$ cat config.mk
export PLATFORM = sky130hd
export DESIGN_NAME = mka_ctrl
export DESIGN_NICKNAME = d
export VERILOG_FILES = /design/src/hw/rtl/mka_pkg.sv /design/src/hw/rtl/mka_ctrl.sv
export SDC_FILE = /design/constraint.sdc
export NUM_CORES = 1
export LEC_CHECK = 0
export ABC_AREA = 1
export BUFFER_PORTS_ARGS = -buffer_cell sky130_fd_sc_hd__buf_4
export CAP_MARGIN = 20
export CORE_MARGIN = 3
export CORE_UTILIZATION = 43
export CTS_BUF_LIST = sky130_fd_sc_hd__clkbuf_4 sky130_fd_sc_hd__clkbuf_8 sky130_fd_sc_hd__clkbuf_16
export DETAILED_ROUTE_END_ITERATION = 6
export GPL_TIMING_DRIVEN = 0
export PLACE_DENSITY = 0.81
export SLEW_MARGIN = 20
export SYNTH_ARGS = -nofsm -noshare
export SYNTH_HDL_FRONTEND = slang
export SYNTH_SLANG_ARGS = --single-unit
$ cat constraint.sdc
create_clock -name clk_i -period 2.3 [get_ports clk_i]
set_input_delay 0 -clock clk_i [delete_from_list [all_inputs] [get_ports clk_i]]
set_output_delay 0 -clock clk_i [all_outputs]
set_load 0.01 [all_outputs]
$ cat src/hw/rtl/mka_pkg.sv
package mka_pkg;

  localparam int unsigned PT_W  = 10;
  localparam int unsigned SLT_W = 4;
  localparam int unsigned NB_W  = 10;

  localparam int unsigned MAX_POINTS_DEF = 1024;
  localparam int unsigned MAX_K_DEF      = 16;

  localparam int unsigned NP_W    = 11;
  localparam int unsigned KU_W    = 5;
  localparam int unsigned CFG_W   = 11;
  localparam int unsigned CFG_IDX_W = 1;

  localparam logic [NP_W-1:0] NUM_POINTS_RST = 11'd1024;
  localparam logic [KU_W-1:0] K_USED_RST     = 5'd16;

  localparam logic [CFG_IDX_W-1:0] CFG_NUM_POINTS = 1'b0;
  localparam logic [CFG_IDX_W-1:0] CFG_K_USED     = 1'b1;

  localparam logic FUNC_LOAD  = 1'b0;
  localparam logic FUNC_QUERY = 1'b1;

  typedef struct packed {
    logic             func;
    logic [PT_W-1:0]  point;
    logic [SLT_W-1:0] slot;
    logic [NB_W-1:0]  neighbor;
  } in_t;

  typedef struct packed {
    logic [NB_W-1:0] mutual_neighbor;
    logic            found;
    logic            last;
  } out_t;

  typedef enum logic [7:0] {
    ST_IDLE   = 8'b0000_0001,
    ST_LD_RD  = 8'b0000_0010,
    ST_LD_WR  = 8'b0000_0100,
    ST_Q_RD   = 8'b0000_1000,
    ST_Q_ROW  = 8'b0001_0000,
    ST_Q_SCAN = 8'b0010_0000,
    ST_Q_CHK  = 8'b0100_0000,
    ST_FINISH = 8'b1000_0000
  } state_e;

  typedef struct packed {
    logic capture;
    logic ram_re;
    logic sel_cand;
    logic ram_we;
    logic own_ld;
    logic s_inc;
    logic push_hit;
    logic finish;
  } cmd_t;

  typedef struct packed {
    logic is_query;
    logic ld_ok;
    logic p_ok;
    logic scan_done;
    logic skip;
    logic hit;
    logic pend_vld;
    logic out_free;
  } sts_t;

endpackage

$ cat src/hw/rtl/mka_ctrl.sv
module mka_ctrl (
  input  logic          clk_i,
  input  logic          rst_ni,
  input  logic          in_valid_i,
  output logic          in_ready_o,
  input  mka_pkg::sts_t sts_i,
  output mka_pkg::cmd_t cmd_o
);

  mka_pkg::state_e state_q, state_d;

  always_ff @(posedge clk_i or negedge rst_ni) begin
    if (!rst_ni) begin
      state_q <= mka_pkg::ST_IDLE;
    end else begin
      state_q <= state_d;
    end
  end

  always_comb begin
    state_d    = state_q;
    cmd_o      = '0;
    in_ready_o = 1'b0;
    case (state_q)
      mka_pkg::ST_IDLE: begin
        in_ready_o = 1'b1;
        if (in_valid_i) begin
          cmd_o.capture = 1'b1;
          state_d = sts_i.is_query ? mka_pkg::ST_Q_RD : mka_pkg::ST_LD_RD;
        end
      end
      mka_pkg::ST_LD_RD: begin
        // Loads merge one slot into the stored row, so the row is read first.
        cmd_o.ram_re = 1'b1;
        state_d = sts_i.ld_ok ? mka_pkg::ST_LD_WR : mka_pkg::ST_IDLE;
      end
      mka_pkg::ST_LD_WR: begin
        cmd_o.ram_we = 1'b1;
        state_d = mka_pkg::ST_IDLE;
      end
      mka_pkg::ST_Q_RD: begin
        cmd_o.ram_re = 1'b1;
        state_d = sts_i.p_ok ? mka_pkg::ST_Q_ROW : mka_pkg::ST_FINISH;
      end
      mka_pkg::ST_Q_ROW: begin
        cmd_o.own_ld = 1'b1;
        state_d = mka_pkg::ST_Q_SCAN;
      end
      mka_pkg::ST_Q_SCAN: begin
        if (sts_i.scan_done) begin
          state_d = mka_pkg::ST_FINISH;
        end else if (sts_i.skip) begin
          cmd_o.s_inc = 1'b1;
        end else begin
          cmd_o.ram_re   = 1'b1;
          cmd_o.sel_cand = 1'b1;
          state_d = mka_pkg::ST_Q_CHK;
        end
      end
      mka_pkg::ST_Q_CHK: begin
        // A hit displaces the held result, which needs a free output register.
        if (!sts_i.hit) begin
          cmd_o.s_inc = 1'b1;
          state_d = mka_pkg::ST_Q_SCAN;
        end else if (!sts_i.pend_vld || sts_i.out_free) begin
          cmd_o.push_hit = 1'b1;
          cmd_o.s_inc    = 1'b1;
          state_d = mka_pkg::ST_Q_SCAN;
        end
      end
      mka_pkg::ST_FINISH: begin
        if (sts_i.out_free) begin
          cmd_o.finish = 1'b1;
          state_d = mka_pkg::ST_IDLE;
        end
      end
      default: begin
        state_d = mka_pkg::ST_IDLE;
      end
    endcase
  end

endmodule

* Word level (Yosys, flattened, before mapping) *
Index checks and enable logic that the tools add are counted.

storage, ports and cells
  register bits after elaboration = 8
  input bits = 11
  output and inout bits = 9
  logic and storage cells = 45

cells by class
  equal/unequal tests = 12
  multiplexer cells = 28
  reduce and logical (&&, ||, !) cells = 4

operators with widths
  operator              count
  $mux W8               7
  $pmux W8 S7           1
  $mux W1               13
  $eq A8 B1 Y1 const B  1
  $eq A8 B2 Y1 const B  1
  $eq A8 B3 Y1 const B  1
  $eq A8 B4 Y1 const B  1
  $eq A8 B5 Y1 const B  1
  $eq A8 B6 Y1 const B  1
  $eq A8 B7 Y1 const B  1
  $eq A8 B8 Y1 const B  1
  $mux W2               3
  $ne A3 B3 Y1 const B  2
  $mux W4               1
  $ne A2 B2 Y1 const B  2
  $pmux W1 S2           2
  $reduce_and A4 Y1     1
  $mux W3               1
  $reduce_or A2 Y1      1
  $logic_not A1 Y1      1
  $logic_or A1 B1 Y1    1

* Depth between registers and ports, before layout *
Gate-level depths: netlist of the first run.

  word-level depth = 5
  mapped depth = 9
  gate-level depth less buffers = 9

* Worst setup path before layout of the first run *
No wires, ideal clock.

  path kind = register to register
  from = reg state_q[0]
  to = reg state_q[0]
  library setup time = 78 ps
  arrival = 1209 ps
  required time = 2222 ps
  setup slack = 1013 ps
  stages on the path, launching flop included = 10
  cell sequence = dfstp_2 > inv_1 > nor2_1 > nand2_1 > nor2_4 > nand2_1 > nand2_2 > nor2_1 > nand2_1 > nand2_1

between the ends
  cells in the longest elaborated chain, start to end = 3
  elaborated cells between the ends (all ways) = 13

ends and longest elaborated chain
  element                                                 line            source
  from (decl)                                             mka_ctrl.sv:10  mka_pkg::state_e state_q, state_d;
  from (signal assigned)                                  mka_ctrl.sv:14  state_q <= mka_pkg::ST_IDLE;
  from (signal assigned)                                  mka_ctrl.sv:16  state_q <= state_d;
  $eq A8 B6 Y1, or another cell as far along              mka_ctrl.sv:24  case (state_q)
  $ne A3 B3 Y1 (no line) or $ne A2 B2 Y1 (tied branches)  --
  $reduce_and A4 Y1 (no line)                             --

Several ways; a longest one is shown, not always the timed one.
A chain may end at the register's enable or synchronous reset.

==> impl_metrics.env, run 1 <==
export IMPL_syn_inst=86
export IMPL_cts_tree="done"
export IMPL_finalWirelength_mm=1.27
export IMPL_grt_pass1_wl_mm=2.07
export IMPL_worstSetupStartpointType="flop"
export IMPL_start_util=0.482
export IMPL_fin_total_pwr_uw=680
export IMPL_die_w_um=42.2
export IMPL_gp_congestion=0.837
export IMPL_finalSetupViolCount=0
export IMPL_drive_gt1_frac=0.330
export IMPL_postPlaceCellArea_um2=724
export IMPL_max_stage_delay_ns=0.39
export IMPL_num_rows=12
export IMPL_vias_per_cell=4.66
export IMPL_antenna_found_initial=0
export IMPL_arrival_ns=1.52
export IMPL_r2r_end="state_q[0]"
export IMPL_dpl_cell_count=119
export IMPL_io_pins=20
export IMPL_clk_latency_ns=0.25
export IMPL_nNetsFinal=124
export IMPL_rr_startpoint="state_q[0]"
export IMPL_numPortBuffers=19
export IMPL_end_kind="output port"
export IMPL_yosysWarnings=0
export IMPL_vias=587
export IMPL_busiest_layer="met2"
export IMPL_r2r_cells=9
export IMPL_grt_use_met1=0.203
export IMPL_powerDensity_nw_per_um2=866
export IMPL_async_reset_ff_frac=1.00
export IMPL_crit_buf_inv=1
export IMPL_critical_path_class="flop to output port"
export IMPL_syn_avg_cell_area_um2=6.56
export IMPL_reg_largest_list="state_q (8)"
export IMPL_cts_buffer_depth=2
export IMPL_fin_cells=126
export IMPL_synth_edf_count=0
export IMPL_ir_drop_mv=0.547
export IMPL_post_route_cell_area_um2=785
export IMPL_ys_flop_type="dfrtp_1"
export IMPL_synthesis_area_um2=564
export IMPL_status="finished with violations"
export IMPL_die_y_um=42.2
export IMPL_synth_top_area_frac=0.310
export IMPL_clock_sinks=8
export IMPL_grt_util_met2=0.231
export IMPL_hp_class="primary input to flop"
export IMPL_fin_worst_skew_ns=0.00156
export IMPL_numCtsBuffers=3
export IMPL_grt_util_met3=0.0129
export IMPL_path_max_fanout=4
export IMPL_cts_root_buf="clkbuf_4"
export IMPL_hold_viol=1
export IMPL_whs_ns=-0.000729
export IMPL_drc_errors=0
export IMPL_synthTopCellsByArea="dfrtp_1 (31%), nand2_1 (12%), nor2_1 (12%)"
export IMPL_violations="negative hold slack"
export IMPL_hold_start="sts_i[4]"
export IMPL_largest_register_ffs=8
export IMPL_dr_pass1_iters=4
export IMPL_period_minus_slack_ns=1.52
export IMPL_slew_violations=0
export IMPL_cts_htree_levels=1
export IMPL_post_synth_top_area_cell="dfrtp_1"
export IMPL_p_leak_nw=0.451
export IMPL_period_share=0.660
export IMPL_min_delay_worst_endpoint="state_q[7]"
export IMPL_ant_nets=0
export IMPL_track_usage=0.148
export IMPL_tightest_slew_ns=0.283
export IMPL_whs_path_depth=3
export IMPL_grt_max_degree=9
export IMPL_cp_slowest_cell="dfrtp_1"
export IMPL_first_global_vias=520
export IMPL_fmax_mhz=659
export IMPL_syn_nets=97
export IMPL_drtIter0Drc=12
export IMPL_ys_ff_latch=8
export IMPL_rsz0062_at_grt="false"
export IMPL_grt_ovfl_total=0
export IMPL_critical_path_top_delay_family="simple AND/OR/NAND/NOR gates"
export IMPL_diodes=0
export IMPL_r2r_slack_ns=0.93
export IMPL_drv_cap=0
export IMPL_final_setup_tns_ns=0
export IMPL_area_growth_pct=39.0
export IMPL_coreArea_um2=1170
export IMPL_relSlewSlack=0.809
export IMPL_dieArea_um2=1780
export IMPL_dpl_hpwl_mm=1.09
export IMPL_clk_pin_slew_ns=0.06
export IMPL_ys_top_cells_by_count="nand2_1 (18), nor2_1 (18), inv_1 (15)"
export IMPL_cts_setup_buffers=0
export IMPL_regMostFlops="state_q"
export IMPL_wl_per_cell_um=10.1
export IMPL_ys_seq_area_frac=0.357
export IMPL_critPathRequiredTime_ns=2.30
export IMPL_yosysUniqueCellTypes=18
export IMPL_path_cells="nor2_2 > nand2_2 > nor2_4 > nand3_1 > o21ai_1 > buf_4"
[worst max path at each step]
| stage | cells past startpoint | end | slack [ns] | startpoint |
|---|---|---|---|---|
| 2_1_floorplan | 9 | state_q[0] | 1.01 | state_q[0] |
| 3_3_place_gp | 9 | state_q[0] | 0.97 | state_q[0] |
| 3_5_place_dp | 9 | state_q[0] | 0.94 | state_q[0] |
| 4_1_cts | 6 | cmd_o[2] | 0.79 | state_q[1] |
| 5_1_grt | 6 | cmd_o[2] | 0.69 | state_q[3] |
| 6_report | 6 | cmd_o[2] | 0.78 | state_q[1] |
[area by class of cell]
type | instances | area, um2
fillers | 116 | 387
multi-input cells | 62 | 303
flip-flops and latches | 8 | 201
repair buffers | 22 | 173
inverters | 16 | 60.1
clock buffers | 4 | 30.0
well taps | 14 | 17.5
[logic make-up (layout without fill, tap and decap cells)]
kind of cell           Yosys count  count (layout)  share of synthesized area
AND/OR/NAND/NOR                 59              59                      0.506
buffers and inverters           16              42                      0.106
flip-flops                       8               8                      0.357
AO/OA/AOI/OAI                    3               3                     0.0310
[repair_timing]
item	4_1_cts	5_1_grt
hold buffers	3	0
gates resized for setup	0	0
hold endpoints to repair	11	0
[worst min-delay path, cell delays in order]
cell and delay [ns]:
buf_4 0.08, nand2_1 0.05, o211ai_1 0.08
[per-layer routing]
metal | vias up | share of wire
met5 | - | 0
met4 | 0 | 0.0055
met3 | 2 | 0.056
met2 | 18 | 0.46
met1 | 252 | 0.48
li1 | 315 | -
[stage by stage]
step | hold slack (ns) | utilization | worst slack, ns
floorplan | -0.296 | - | 1.01
CTS | 0.00299 | 0.670 | 0.791
global placement | -0.180 | 0.619 | 0.973
global route | 0.0222 | 0.670 | 0.691
finish | -0.000729 | 0.670 | 0.783
detailed placement | -0.178 | 0.619 | 0.937
[where the power goes]
group / leakage (nW) / internal [mW] / switching (mW)
combinational: 0.326 / 0.140 / 0.212
clock: 0.0184 / 0.0782 / 0.0479
sequential: 0.107 / 0.177 / 0.0240
[cell usage in the layout (no fill, tap or decap)]
cell type       n
buf_4          19
inv_2           1
nand4_1         1
nor4_1          1
nand2_2         4
nor2_1         18
inv_1          15
clkbuf_4        4
o211ai_1        1
nand3b_1        1
nor3_1          2
nor3_2          1
nand2_1        18
nor2_2          5
dfstp_2         1
nor2_4          2
dlygate4sd3_1   3
or2_0           1
dfrtp_1         7
o21ai_1         2
nand3_1         5
No activity file was read; power rests on OpenSTA's default activity.
==> inputs of run 2 (changes only) <==
clock period = 1.6 ns   (was 2.3 ns; I/O delays follow)
==> run 2 against run 1 <==
  * The run still ends with negative hold slack left
  * Flip-flop and latch count unchanged
  * Clock-buffer cell count unchanged
  * Via count unchanged
  * Sequential share of layout area down 0.16 points
  * Combinational power up 45%
  * Die area unchanged
  * Critical path depth unchanged
  * Largest cell class unchanged
==> impl_metrics.env, run 2 (same netlist as run 1, synthesis figures left out) <==
export IMPL_status="finished with violations"
export IMPL_violations="negative hold slack"
export IMPL_drv_cap=0
export IMPL_r2r_slack_ns=0.23
export IMPL_powerDensity_nw_per_um2=1250
export IMPL_critical_path_class="flop to output port"
export IMPL_hold_viol=1
export IMPL_reg_largest_list="state_q (8)"
export IMPL_path_cells="nor2_2 > nand2_2 > nor2_4 > nand3_1 > o21ai_1 > buf_4"
export IMPL_final_common_cell="buf_4"
export IMPL_num_rows=12
export IMPL_regMostFlops="state_q"
export IMPL_critPathRequiredTime_ns=1.60
export IMPL_dieArea_um2=1780
export IMPL_period_share=0.946
export IMPL_wl_met1_um=609
export IMPL_setup_slack_ns=0.0858
export IMPL_gp_congestion=0.837
export IMPL_antenna_found_initial=0
export IMPL_vias_per_cell=4.66
export IMPL_dr_pass1_iters=4
export IMPL_grt_max_degree=9
export IMPL_diodes=0
export IMPL_fmax_mhz=660
export IMPL_die_y_um=42.2
export IMPL_track_usage=0.148
export IMPL_dpl_hpwl_mm=1.09
export IMPL_rsz0062_at_grt="false"
export IMPL_grt_ovfl_total=0
export IMPL_drc_errors=0
export IMPL_area_growth_pct=39.9
export IMPL_fin_worst_skew_ns=0.00206
export IMPL_relSlewSlack=0.809
export IMPL_fin_cells=126
export IMPL_nNetsFinal=124
export IMPL_numCtsBuffers=3
export IMPL_coreArea_um2=1170
export IMPL_grt_pass1_wl_mm=2.07
export IMPL_finalSetupViolCount=0
export IMPL_slew_violations=0
export IMPL_path_max_fanout=4
export IMPL_first_global_vias=520
export IMPL_top_layer="met4"
export IMPL_arrival_ns=1.51
export IMPL_critical_path_top_delay_family="simple AND/OR/NAND/NOR gates"
export IMPL_clock_sinks=8
export IMPL_worstSetupStartpointType="flop"
export IMPL_start_util=0.482
export IMPL_cts_root_buf="clkbuf_4"
export IMPL_max_stage_delay_ns=0.40
export IMPL_period_minus_slack_ns=1.51
export IMPL_io_pins=20
export IMPL_dp_slack_ns=0.237
export IMPL_fill_cells=114
export IMPL_vias=587
export IMPL_drive_gt1_frac=0.330
export IMPL_drtIter0Drc=8
export IMPL_cts_tree="done"
export IMPL_largest_register_ffs=8
export IMPL_end_kind="output port"
export IMPL_wl_per_cell_um=10.2
export IMPL_ir_drop_mv=0.830
export IMPL_die_w_um=42.2
export IMPL_wl_met3_um=71
export IMPL_crit_buf_inv=1
export IMPL_clk_latency_ns=0.25
export IMPL_cts_htree_levels=1
export IMPL_cp_slowest_cell="dfrtp_1"
export IMPL_hp_class="primary input to flop"
export IMPL_cts_setup_buffers=0
export IMPL_wl_met2_um=600
export IMPL_final_setup_tns_ns=0
export IMPL_p_leak_nw=0.453
export IMPL_tightest_slew_ns=0.283
export IMPL_postPlaceCellArea_um2=724
export IMPL_dpl_cell_count=119
export IMPL_whs_ns=-0.000588
export IMPL_clk_pin_slew_ns=0.06
export IMPL_finalWirelength_mm=1.29
export IMPL_layout_common_cells="buf_4 (19), nor2_1 (18), nand2_1 (18)"
export IMPL_numPortBuffers=19
export IMPL_cts_buffer_depth=2
export IMPL_ant_nets=0
export IMPL_post_route_cell_area_um2=790
run 2: cell counts in the layout (fill, tap and decap cells not counted):
No cell type changed its count.
run 2: report_power, final:
part | switching (mW) | internal, mW | leakage [nW]
logic | 0.305 | 0.204 | 0.328
registers | 0.0391 | 0.255 | 0.107
clock network | 0.0692 | 0.112 | 0.0184
total | 0.413 | 0.571 | 0.453
run 2: final timing paths:
kind,from,endpoint,depth (start not counted)
worst min register to register,state_q[1],state_q[2],2
max in group asynchronous,rst_ni,state_q[0],2
worst max-delay path,state_q[1],cmd_o[2],6
worst min-delay path,sts_i[4],state_q[7],3
worst max register to register,state_q[0],state_q[0],9
min in group asynchronous,rst_ni,state_q[3],2
run 2: final cells by class:
type | count | area (um2) | area share
Timing Repair Buffer | 22 | 173 | 0.219
Inverter | 16 | 60.1 | 0.0761
Sequential cell | 8 | 201 | 0.255
Multi-Input combinational cell | 62 | 308 | 0.390
Clock buffer | 4 | 30.0 | 0.0380
Tap cell | 14 | 17.5 | 0.0222
run 2: stage by stage:
stage	util	hold slack, ns	power (mW)
after floorplan	-	-0.296	0.644
after global placement	0.619	-0.180	0.779
after detailed placement	0.619	-0.178	0.795
after CTS	0.670	0.00299	0.983
after global routing	0.674	0.0222	1.06
final	0.674	-0.000588	0.985
run 2: what timing repair did:
action	4_1_cts	5_1_grt
setup endpoints to repair	0	2
hold buffers	3	0
endpoints found under the hold margin	11	0
gates resized for setup	0	1
run 2: layer usage:
metal | GRT usage | vias to the layer above
met3 | 0.0129 | 2
met4 | 0.0745 | 0
met5 | 0 | -
met2 | 0.231 | 18
met1 | 0.203 | 253
li1 | - | 314
run 2: worst register-to-register path: stages (launching register included):
cell	delay [ns]
dfstp_2	0.54
inv_1	0.05
nor2_1	0.08
nand2_1	0.09
nor2_4	0.15
nand2_1	0.12
nand2_2	0.11
nor2_1	0.05
nand2_1	0.05
nand2_1	0.05
==> inputs of run 3 (changes only) <==
CORE_MARGIN = 2   (was 3)
==> run 3 against run 2 <==
  * The flow now finishes without violations
  * Cell area is 0.79% higher
  * Worst setup slack better by 0.049 ns
  * Sequential power increased by 2%
  * Via count grew 2.0%
  * Combinational power about the same
  * Critical path type unchanged
  * Largest power group unchanged
  * Highest routed layer is now met3
==> impl_metrics.env, run 3 (same netlist as run 1, synthesis figures left out) <==
export IMPL_cp_slowest_cell="dfrtp_1"
export IMPL_finalSetupViolCount=0
export IMPL_coreArea_um2=1270
export IMPL_first_global_vias=549
export IMPL_hold_viol=0
export IMPL_start_util=0.445
export IMPL_final_common_cell="buf_4"
export IMPL_clock_sinks=8
export IMPL_path_max_fanout=4
export IMPL_area_growth_pct=41.0
export IMPL_dpl_hpwl_mm=1.01
export IMPL_dieArea_um2=1620
export IMPL_fin_cells=127
export IMPL_fmax_mhz=682
export IMPL_period_minus_slack_ns=1.47
export IMPL_cts_tree="done"
export IMPL_clk_pin_slew_ns=0.05
export IMPL_dp_slack_ns=0.232
export IMPL_vias_per_cell=4.72
export IMPL_powerDensity_nw_per_um2=1240
export IMPL_period_share=0.916
export IMPL_cts_root_buf="clkbuf_4"
export IMPL_arrival_ns=1.47
export IMPL_drv_cap=0
export IMPL_critical_path_class="flop to output port"
export IMPL_numPortBuffers=19
export IMPL_hp_class="primary input to flop"
export IMPL_cpMostUsedCell="nor2_4"
export IMPL_reg_largest_list="state_q (8)"
export IMPL_ant_nets=0
export IMPL_setup_slack_ns=0.135
export IMPL_fin_worst_skew_ns=0.0125
export IMPL_cts_htree_levels=1
export IMPL_grt_max_degree=9
export IMPL_grt_ovfl_total=0
export IMPL_fill_cells=111
export IMPL_numCtsBuffers=3
export IMPL_track_usage=0.195
export IMPL_num_rows=13
export IMPL_max_stage_delay_ns=0.42
export IMPL_dpl_cell_count=120
export IMPL_layout_common_cells="buf_4 (19), nor2_1 (18), nand2_1 (18)"
export IMPL_drc_errors=0
export IMPL_ir_drop_mv=1.00
export IMPL_die_w_um=40.2
export IMPL_crit_buf_inv=1
export IMPL_relSlewSlack=0.848
export IMPL_critical_path_top_delay_family="simple AND/OR/NAND/NOR gates"
export IMPL_dr_pass1_iters=4
export IMPL_nNetsFinal=124
export IMPL_clk_latency_ns=0.25
export IMPL_whs_path_depth=3
export IMPL_drtIter0Drc=6
export IMPL_finalWirelength_mm=1.25
export IMPL_cts_setup_buffers=0
export IMPL_slew_violations=0
export IMPL_whs_ns=0.00764
export IMPL_final_util=0.627
export IMPL_rsz0062_at_grt="false"
export IMPL_worstSetupStartpointType="flop"
export IMPL_gp_congestion=0.728
export IMPL_path_cells="nor2_4 > nand2_2 > nor2_4 > nand3_1 > o21ai_1 > buf_4"
export IMPL_cp_num_cells=6
export IMPL_end_kind="output port"
export IMPL_tightest_slew_ns=0.226
export IMPL_wl_per_cell_um=9.84
export IMPL_io_pins=20
export IMPL_vias=599
export IMPL_p_leak_nw=0.454
export IMPL_r2r_cells=8
export IMPL_critPathRequiredTime_ns=1.60
export IMPL_grt_pass1_wl_mm=2.11
export IMPL_status="finished, final reports clean"
export IMPL_drive_gt1_frac=0.330
export IMPL_cts_buffer_depth=2
export IMPL_final_setup_tns_ns=0
export IMPL_die_y_um=40.2
export IMPL_antenna_found_initial=0
export IMPL_regMostFlops="state_q"
export IMPL_diodes=0
export IMPL_largest_register_ffs=8
## run 3: cell count changes in the layout (fill, tap and decap cells not counted)
cell,change
nor2_2,-1
nor2_4,+1
## run 3: stage by stage
| step | cell area [um2] | power [mW] |
|---|---|---|
| after global routing | 796 | 1.08 |
| final | 796 | 0.990 |
| after global placement | 726 | 0.780 |
| after CTS | 786 | 0.983 |
| after floorplan | 564 | 0.644 |
| after detailed placement | 726 | 0.793 |
## run 3: worst reg2reg max path, stage by stage (launching register included)
cell and delay [ns]:
dfrtp_1 0.40, nor2_2 0.19, nand2_2 0.13, nor2_4 0.18, nand2_1 0.12, nand2_2 0.11, nor2_1 0.05, nand2_1 0.05
nand2_1 0.05
## run 3: final timing paths
check | from | endpoint | slack, ns
min | sts_i[7] | state_q[3] | 0.008
max reg2reg | state_q[4] | state_q[0] | 0.24
max | state_q[3] | cmd_o[2] | 0.13
max in group asynchronous | rst_ni | state_q[0] | 1.27
min in group asynchronous | rst_ni | state_q[5] | 0.10
min reg2reg | state_q[1] | state_q[2] | 0.62
## run 3: per-layer routing
metal | up-vias | track usage | wire (um) | part of all wire
met2 | 15 | 0.355 | 645 | 0.52
met5 | - | 0 | 0 | 0
met4 | 0 | 0.0750 | 0 | 0
li1 | 314 | - | - | -
met3 | 0 | 0.0333 | 41 | 0.033
met1 | 270 | 0.225 | 564 | 0.45
## run 3: area by class of cell
class,count,area [um2],share of cell area
multi-input combinational,62,313,0.393
sequential,8,201,0.253
timing repair buffer,22,173,0.217
inverter,16,60.1,0.0755
clock buffer,4,30.0,0.0377
tap,15,18.8,0.0236
## run 3: report_power, final
part	total [mW]	switching (mW)	internal (mW)
Sequential	0.300	0.0452	0.255
Combinational	0.511	0.302	0.209
Clock	0.179	0.0671	0.112
## run 3: repair_timing
| action | CTS | global route |
|---|---|---|
| gates resized for setup | 0 | 2 |
| endpoints found under the hold margin | 10 | 0 |
| setup endpoints to repair | 0 | 1 |
| hold buffers | 3 | 0 |
